[src/hw/rtl/tfd_pkg.sv]
// ----------------------------------------------------------------------------
// Telemetry frame deframer package
// Shared types and constants for the deframer: parse phases, result kinds,
// header bytes and the result record passed from the parser to the top level.
// ----------------------------------------------------------------------------
package tfd_pkg;

    typedef enum logic [2:0] {
        PH_HUNT    = 3'd0,
        PH_FRAME_A = 3'd1,
        PH_FRAME_B = 3'd2,
        PH_QUAD    = 3'd3,
        PH_ACK     = 3'd4
    } t_phase;

    typedef enum logic [2:0] {
        KIND_FRAME_A   = 3'd0,
        KIND_FRAME_B   = 3'd1,
        KIND_QUAD      = 3'd2,
        KIND_XYZ_OK    = 3'd3,
        KIND_XYZ_FAIL  = 3'd4,
        KIND_UVW_OK    = 3'd5,
        KIND_UVW_RESEND = 3'd6
    } t_kind;

    // Header characters.
    localparam logic [7:0] HDR_A = 8'h61;  // 'a'
    localparam logic [7:0] HDR_B = 8'h62;  // 'b'
    localparam logic [7:0] HDR_C = 8'h63;  // 'c'
    localparam logic [7:0] HDR_X = 8'h78;  // 'x'
    localparam logic [7:0] HDR_Y = 8'h79;  // 'y'
    localparam logic [7:0] HDR_Z = 8'h7A;  // 'z'
    localparam logic [7:0] HDR_U = 8'h75;  // 'u'
    localparam logic [7:0] HDR_V = 8'h76;  // 'v'
    localparam logic [7:0] HDR_W = 8'h77;  // 'w'

    // Acknowledge byte that signals success: '1'.
    localparam logic [7:0] ACK_OK_BYTE = 8'h31;

    // Pending acknowledge kinds.
    localparam logic ACK_KIND_XYZ = 1'b0;
    localparam logic ACK_KIND_UVW = 1'b1;

    // Drone types held in the configuration register.
    localparam logic DRONE_FIXED_WING = 1'b0;
    localparam logic DRONE_QUAD       = 1'b1;

    // Configuration register byte address.
    localparam logic [2:0] ADDR_DRONE_TYPE = 3'd0;

    typedef struct packed {
        t_kind      kind;
        logic [7:0] payload_byte;
        logic [7:0] byte_index;
        logic       last_of_frame;
        logic       plan_ok;
    } t_result;

endpackage

[src/hw/rtl/tfd_parser.sv]
// ----------------------------------------------------------------------------
// Deframer parser
// Holds the header window and frame state, and works out the result of one
// byte combinationally. State advances when the top level steps it.
// ----------------------------------------------------------------------------
module tfd_parser #(
    parameter int FRAME_A_BYTES    = 28,
    parameter int FRAME_B_BYTES    = 34,
    parameter int QUAD_FRAME_BYTES = 64
) (
    input  logic             i_clk,
    input  logic             i_rst_n,
    input  logic             i_step,
    input  logic [7:0]       i_byte,
    input  logic             i_drone_type,
    output logic             o_has_result,
    output tfd_pkg::t_result o_result
);
    import tfd_pkg::*;

    localparam logic [8:0] LEN_A    = 9'(FRAME_A_BYTES);
    localparam logic [8:0] LEN_B    = 9'(FRAME_B_BYTES);
    localparam logic [8:0] LEN_QUAD = 9'(QUAD_FRAME_BYTES);

    t_phase      r_phase, n_phase;
    logic [15:0] r_recent, n_recent;
    logic [1:0]  r_count, n_count;
    logic [7:0]  r_pos, n_pos;
    logic        r_ack_kind, n_ack_kind;
    logic        r_plan, n_plan;

    logic [8:0] pos_inc;
    logic       last_a, last_b, last_q;
    logic       win_full, hit_abc, hit_xyz, hit_uvw;

    assign pos_inc = {1'b0, r_pos} + 9'd1;
    assign last_a  = (pos_inc >= LEN_A);
    assign last_b  = (pos_inc >= LEN_B);
    assign last_q  = (pos_inc >= LEN_QUAD);

    assign win_full = (r_count == 2'd2);
    assign hit_abc  = win_full && (r_recent[15:8] == HDR_A) && (r_recent[7:0] == HDR_B)
                      && (i_byte == HDR_C);
    assign hit_xyz  = win_full && (r_recent[15:8] == HDR_X) && (r_recent[7:0] == HDR_Y)
                      && (i_byte == HDR_Z);
    assign hit_uvw  = win_full && (r_recent[15:8] == HDR_U) && (r_recent[7:0] == HDR_V)
                      && (i_byte == HDR_W);

    // Next phase.
    always_comb begin
        n_phase = r_phase;
        unique case (r_phase)
            PH_FRAME_A: if (last_a) n_phase = PH_FRAME_B;
            PH_FRAME_B: if (last_b) n_phase = PH_HUNT;
            PH_QUAD:    if (last_q) n_phase = PH_HUNT;
            PH_ACK:     n_phase = PH_HUNT;
            default: begin
                if (hit_abc) begin
                    n_phase = (i_drone_type == DRONE_QUAD) ? PH_QUAD : PH_FRAME_A;
                end else if ((hit_xyz || hit_uvw) && (i_drone_type == DRONE_FIXED_WING)) begin
                    n_phase = PH_ACK;
                end else begin
                    n_phase = PH_HUNT;
                end
            end
        endcase
    end

    // Result and data state.
    always_comb begin
        n_recent            = r_recent;
        n_count             = r_count;
        n_pos               = r_pos;
        n_ack_kind          = r_ack_kind;
        n_plan              = r_plan;
        o_has_result        = 1'b1;
        o_result.kind       = KIND_FRAME_A;
        o_result.payload_byte = i_byte;
        o_result.byte_index = r_pos;
        o_result.last_of_frame = 1'b0;
        unique case (r_phase)
            PH_FRAME_A: begin
                o_result.kind          = KIND_FRAME_A;
                o_result.last_of_frame = last_a;
                n_pos                  = last_a ? 8'd0 : pos_inc[7:0];
            end
            PH_FRAME_B: begin
                o_result.kind          = KIND_FRAME_B;
                o_result.last_of_frame = last_b;
                n_pos                  = last_b ? 8'd0 : pos_inc[7:0];
            end
            PH_QUAD: begin
                o_result.kind          = KIND_QUAD;
                o_result.last_of_frame = last_q;
                n_pos                  = last_q ? 8'd0 : pos_inc[7:0];
            end
            PH_ACK: begin
                o_result.byte_index    = 8'd0;
                o_result.last_of_frame = 1'b1;
                if (r_ack_kind == ACK_KIND_UVW) begin
                    if (i_byte == ACK_OK_BYTE) begin
                        n_plan        = 1'b1;
                        o_result.kind = KIND_UVW_OK;
                    end else begin
                        n_plan        = 1'b0;
                        o_result.kind = KIND_UVW_RESEND;
                    end
                end else begin
                    if (i_byte == ACK_OK_BYTE) begin
                        o_result.kind = KIND_XYZ_OK;
                    end else begin
                        // A failed xyz ack restarts the protocol.
                        n_plan        = 1'b0;
                        o_result.kind = KIND_XYZ_FAIL;
                    end
                end
            end
            default: begin
                o_has_result = 1'b0;
                if (hit_abc) begin
                    n_recent = 16'd0;
                    n_count  = 2'd0;
                    n_pos    = 8'd0;
                end else if (hit_xyz || hit_uvw) begin
                    n_recent = 16'd0;
                    n_count  = 2'd0;
                    if (i_drone_type == DRONE_FIXED_WING) begin
                        n_ack_kind = hit_uvw ? ACK_KIND_UVW : ACK_KIND_XYZ;
                    end
                end else begin
                    n_recent = {r_recent[7:0], i_byte};
                    if (r_count != 2'd2) n_count = r_count + 2'd1;
                end
            end
        endcase
        o_result.plan_ok = n_plan;
    end

    always_ff @(posedge i_clk) begin
        if (!i_rst_n) begin
            r_phase    <= PH_HUNT;
            r_recent   <= 16'd0;
            r_count    <= 2'd0;
            r_pos      <= 8'd0;
            r_ack_kind <= ACK_KIND_XYZ;
            r_plan     <= 1'b0;
        end else if (i_step) begin
            r_phase    <= n_phase;
            r_recent   <= n_recent;
            r_count    <= n_count;
            r_pos      <= n_pos;
            r_ack_kind <= n_ack_kind;
            r_plan     <= n_plan;
        end
    end

endmodule

[src/hw/rtl/telemetry_frame_deframer_unit.sv]
// ----------------------------------------------------------------------------
// Telemetry frame deframer
// Received serial bytes enter on the s_axis channel, one byte per transfer.
// A three-byte window hunts for the headers abc, xyz and uvw. In fixed-wing
// mode abc opens a frame A followed by a frame B, and xyz or uvw is followed
// by one acknowledge byte; in quad mode abc opens one quad frame and the
// other headers are dropped. Header bytes never appear at the output.
// Every payload or acknowledge byte yields one m_axis transfer: tuser is the
// kind, tlast marks the final byte of a frame or an ack, tdata carries the
// byte, its index within the frame and the plan-ok flag.
// A result passes through the input register, then the parser logic into the
// result register, before it is valid. One byte is taken every cycle as long
// as the result register is free or drained; bytes that give no result never
// wait on the output.
// Reset empties both registers, clears the window, frame state and plan
// flag, and sets the drone type to fixed wing. When the receiver stalls
// with a result waiting, s_axis_tready drops only if the held byte would
// produce another result. The drone type is written over the APB port at
// byte address 0 and sampled when a header completes.
// ----------------------------------------------------------------------------
module telemetry_frame_deframer_unit #(
    parameter int FRAME_A_BYTES    = 28,
    parameter int FRAME_B_BYTES    = 34,
    parameter int QUAD_FRAME_BYTES = 64
) (
    input  logic        i_clk,
    input  logic        i_rst_n,
    // Input stream.
    input  logic        s_axis_tvalid,
    output logic        s_axis_tready,
    input  logic [7:0]  s_axis_tdata,   // [7:0] rx_byte
    // Output stream.
    output logic        m_axis_tvalid,
    input  logic        m_axis_tready,
    output logic [23:0] m_axis_tdata,   // [7:0] payload_byte, [15:8] byte_index,
                                        // [16] plan_ok, [23:17] zero
    output logic [2:0]  m_axis_tuser,   // [2:0] kind
    output logic        m_axis_tlast,   // last_of_frame
    // Configuration port.
    input  logic        psel,
    input  logic        penable,
    input  logic        pwrite,
    input  logic [2:0]  paddr,
    input  logic [31:0] pwdata,
    output logic [31:0] prdata,
    output logic        pready
);
    import tfd_pkg::*;

    logic    r_drone_type;
    logic    r_in_valid;
    logic [7:0] r_in_byte;
    logic    r_out_valid;
    t_result r_out;

    logic    step;
    logic    has_result;
    t_result result;

    assign pready = 1'b1;
    assign prdata = (paddr == ADDR_DRONE_TYPE) ? {31'd0, r_drone_type} : 32'd0;

    always_ff @(posedge i_clk) begin
        if (!i_rst_n) begin
            r_drone_type <= DRONE_FIXED_WING;
        end else if (psel && penable && pwrite && (paddr == ADDR_DRONE_TYPE)) begin
            r_drone_type <= pwdata[0];
        end
    end

    // The held byte moves on unless it makes a result and the output is full.
    assign step = r_in_valid && (!has_result || !r_out_valid || m_axis_tready);
    assign s_axis_tready = !r_in_valid || step;

    always_ff @(posedge i_clk) begin
        if (!i_rst_n) begin
            r_in_valid <= 1'b0;
        end else if (s_axis_tready) begin
            r_in_valid <= s_axis_tvalid;
        end
    end

    always_ff @(posedge i_clk) begin
        if (s_axis_tready && s_axis_tvalid) begin
            r_in_byte <= s_axis_tdata;
        end
    end

    tfd_parser #(
        .FRAME_A_BYTES    (FRAME_A_BYTES),
        .FRAME_B_BYTES    (FRAME_B_BYTES),
        .QUAD_FRAME_BYTES (QUAD_FRAME_BYTES)
    ) u_parser (
        .i_clk        (i_clk),
        .i_rst_n      (i_rst_n),
        .i_step       (step),
        .i_byte       (r_in_byte),
        .i_drone_type (r_drone_type),
        .o_has_result (has_result),
        .o_result     (result)
    );

    always_ff @(posedge i_clk) begin
        if (!i_rst_n) begin
            r_out_valid <= 1'b0;
        end else if (step && has_result) begin
            r_out_valid <= 1'b1;
        end else if (m_axis_tready) begin
            r_out_valid <= 1'b0;
        end
    end

    always_ff @(posedge i_clk) begin
        if (step && has_result) begin
            r_out <= result;
        end
    end

    assign m_axis_tvalid = r_out_valid;
    assign m_axis_tuser  = r_out.kind;
    assign m_axis_tlast  = r_out.last_of_frame;
    assign m_axis_tdata  = {7'd0, r_out.plan_ok, r_out.byte_index, r_out.payload_byte};

endmodule
[config.mk]
export PLATFORM = sky130hd
export DESIGN_NAME = telemetry_frame_deframer_unit
export DESIGN_NICKNAME = d
export VERILOG_FILES = /design/src/hw/rtl/tfd_pkg.sv /design/src/hw/rtl/tfd_parser.sv /design/src/hw/rtl/telemetry_frame_deframer_unit.sv
export SDC_FILE = /design/constraint.sdc
export NUM_CORES = 1
export LEC_CHECK = 0
export BUFFER_PORTS_ARGS = -buffer_cell sky130_fd_sc_hd__buf_2
export CORE_MARGIN = 2
export CORE_UTILIZATION = 54
export DETAILED_ROUTE_END_ITERATION = 12
export GPL_TIMING_DRIVEN = 0
export PLACE_DENSITY_LB_ADDON = 0.12
export SYNTH_ARGS = -nofsm -noshare
export SYNTH_HDL_FRONTEND = slang
export SYNTH_HIERARCHICAL = 1
export SYNTH_SLANG_ARGS = --single-unit
[constraint.sdc]
create_clock -name i_clk -period 5.05 [get_ports i_clk]
set_input_delay 1.01 -clock i_clk [delete_from_list [all_inputs] [get_ports i_clk]]
set_output_delay 1.01 -clock i_clk [all_outputs]
set_load 0.02 [all_outputs]
==> impl_metrics.toml <==
[run_status]
status = "completed"

[setup_path]
cp_cell_sequence = "buf_2 -> nor2_1 -> xnor2_1 -> inv_1 -> nand3_1 -> buf_2"
reg2reg_to = "u_parser/r_ack_kind$_SDFFE_PN0P_"
cp-endpoint = "s_axis_tready"
crit_path_start_kind = "register"
slowest_stage = "nor2_1"
cp_num_buf_inv = 3
crit_fanout = 9
worstPathRequired_ns = 4.04
ff2ff_path_depth = 10
regToRegSetupSlack_ns = 2.46
crit_path_frequent_cell = "buf_2"
end_kind = "primary output"
cp.arrival_ns = 1.88
crit_cells = 6
crit_type = "reg -> out"
max_stage_delay_ns = 0.36
timing.rr.start = "u_parser/r_phase[0]$_SDFFE_PN0P_"
path_delay_family = "buffers and inverters"
crit_start = "u_parser/r_phase[0]$_SDFFE_PN0P_"

[sta]
period_share_pct = 57.14
fin_crit_ns = 2.886
relSlewSlack_pct = 32.62
finalSetupTns_ns = 0
max_freq_mhz = 346.5
worst_pin_slew_ns = 1.010
layout_setup_ws_ns = 2.164
rsz0062_at_grt = "false"
setup_viol = 0
maxSlewViolCount = 0
finalHoldViolCount = 0
finalClockSkew_ns = 0.007192

[global_route]
grt_pass1_wl_mm = 10.21
first_global_vias = 2236
gr-usage-all-layers_pct = 20.00
antenna_found_initial = 0
grt-ovfl-total = 0
grt_max_degree = 22

[pwr]
power_frac_comb_pct = 8.8
internal-power_uw = 823.3
peakVddDrop_uv = 196.2
p_per_area_nw_per_um2 = 269.1
power_leakage_nw = 1.698
power_frac_clock_pct = 39.6
swShare_pct = 22.73
power_frac_seq_pct = 51.6
switchingPower_uw = 242.2

[floorplanning]
start_util_pct = 55.88
die_h_um = 82.51
core_um2 = 5956
pin_count = 113
die_area_um2 = 6807
die-width_um = 82.51
num_rows = 28

[clocking]
clk_pin_slew_ns = 0.06
cts_setup_buffers = 0
holdBufCountCts = 0
clock_latency_ns = 0.34
cts_sinks = 63
cts_buffers = 9
clockBufferDepth = 2
cts_tree = "done"
cts-root-buf = "clkbuf_8"
ctsResizeCount = 0
htreeDepth = 3

[logic_synthesis]
synth_area_um2 = 3328
synthTopCellsByArea = "edfxtp_1 26%, dfxtp_1 20%, buf_4 11%, nand2_1 4.2%, nand3_1 3.0%"
yosysWarnings = 6
yosys.area.top_type = "edfxtp_1"
syn_area_per_cell_um2 = 10.02
yosys_most_used_dff = "dfxtp_1"
synthArstFlopShare_pct = 0
ys_ff_latch = 63
synth_cell_types = 62
synthCells = 332
synth_top_area_share_pct = 26.17
synth-edff-count = 29
ys_seq_area_share_pct = 46.62

[cells_and_area]
fillers = 480
drive_above_1_share_pct = 30.91
diodes = 0
layout_common_cells = "52 x buf_2, 49 x buf_4, 39 x conb_1"
area_delta_synth_final_pct = 18.99
final_common_cell = "buf_2"
layout.nets = 476

[drt]
drt_first_iter_violations = 201
vias_per_cell = 4.994
wl_mm = 6.392
drc_errors = 0
antenna_left = 0
drtPass1Iterations = 4
vias = 2507
post_drt_wl_per_cell_um = 12.73

[place]
gp_congestion = 0.8188
dp_slack_ns = 2.427
dp_hpwl_mm = 4.617
io_buffers = 42

[job]
maxCapViolations = 0

[min_path]
hp-class = "reg -> reg"
-- worst min-delay path by stage --
stage                                                   from                                 end  slack, ns  cells past startpoint
after floorplan             u_parser/r_count[0]$_SDFFE_PN0P_    u_parser/r_count[0]$_SDFFE_PN0P_       0.43                      1
after global routing      u_parser/r_recent[14]$_SDFFE_PN0P_  u_parser/r_recent[14]$_SDFFE_PN0P_       0.48                      2
after CTS                 u_parser/r_recent[14]$_SDFFE_PN0P_  u_parser/r_recent[14]$_SDFFE_PN0P_       0.46                      2
after global placement    u_parser/r_recent[14]$_SDFFE_PN0P_  u_parser/r_recent[14]$_SDFFE_PN0P_       0.44                      2
final                     u_parser/r_recent[13]$_SDFFE_PN0P_  u_parser/r_recent[13]$_SDFFE_PN0P_       0.46                      2
after detailed placement  u_parser/r_recent[14]$_SDFFE_PN0P_  u_parser/r_recent[14]$_SDFFE_PN0P_       0.45                      2
-- cell type report --
cell class,instances,area [um2],area share [%]
flip-flops and latches,63,1551,39.18
multi-input cells,233,1440,36.37
plain buffers,63,440.4,11.12
repair buffers,42,210.2,5.308
clock buffers,14,152.6,3.855
well taps,75,93.84,2.370
inverters,10,37.54,0.9479
clock inverters,2,33.78,0.8531
-- worst reg2reg max path: cells and delay by family, from the launching register on --
kind,cells,cell delay [ns]
simple gates,4,1.07
flops,1,0.29
compound gates,2,0.32
buf+inv,3,0.57
xor+xnor,1,0.27
-- state kept, by name, summed over array words and instances (netlist names) --
signal	cells
m_axis_tdata	17
u_parser/r_recent	16
r_in_byte	8
u_parser/r_pos	8
m_axis_tuser	3
u_parser/r_phase	3
u_parser/r_count	2
m_axis_tlast	1
m_axis_tvalid	1
r_drone_type	1
r_in_valid	1
u_parser/r_ack_kind	1
u_parser/r_plan	1
-- per-layer routing --
layer	part of all wire, %	global-route usage [%]	vias to the layer above
met3	7.9	3.913	11
met4	1.6	10.82	0
li1	-	-	1279
met5	0	0	-
met1	47	28.19	1116
met2	43	28.87	101
-- cells in the mapped netlist (3+ instances only) --
master / count
buf_4: 49
nand2_1: 37
dfxtp_1: 34
edfxtp_1: 29
nand3_1: 20
a21boi_0: 11
a21boi_1: 11
a21oi_1: 10
buf_2: 10
and2_1: 9
inv_1: 9
nor2_1: 8
o21ai_0: 6
nor3_1: 5
a211o_1: 4
a31oi_1: 4
ha_1: 4
nand4_1: 4
nor4_1: 4
a22o_1: 3
clkbuf_1: 3
mux2i_1: 3
nand2b_1: 3
nand4bb_1: 3
o21a_1: 3
-- power groups by stage --
stage	Clock (mW)	Sequential (mW)	Combinational (mW)
floorplan	0	0.558	0.0774
global placement	0	0.561	0.0913
detailed placement	0	0.561	0.0923
CTS	0.426	0.550	0.0925
global route	0.447	0.551	0.102
finish	0.421	0.550	0.0938
-- stage by stage --
step / total power, mW / instances / utilization [%] / hold WS [ns] / cell area (um2)
floorplan: 0.6353 / 369 / - / 0.4307 / 3467
global placement: 0.6519 / 486 / 63.32 / 0.4388 / 3771
detailed placement: 0.6532 / 486 / 63.36 / 0.4467 / 3774
CTS: 1.069 / 502 / 66.49 / 0.4555 / 3960
global route: 1.099 / 502 / 66.49 / 0.4764 / 3960
finish: 1.066 / 502 / 66.49 / 0.4559 / 3960
-- cells by family (layout without fill, tap and decap cells) --
| logic type | after synthesis | in the layout | share of synthesized area, % |
|---|---|---|---|
| mux | 4 | 4 | 1.241 |
| other cells | 2 | 39 | 0.2256 |
| buf+inv | 73 | 131 | 14.36 |
| simple gates | 116 | 116 | 20.04 |
| fa+ha+maj | 5 | 5 | 1.805 |
| flops | 63 | 63 | 46.62 |
| compound gates | 67 | 67 | 15.19 |
| xor+xnor | 2 | 2 | 0.5264 |
(Power assumes the default switching activity.)
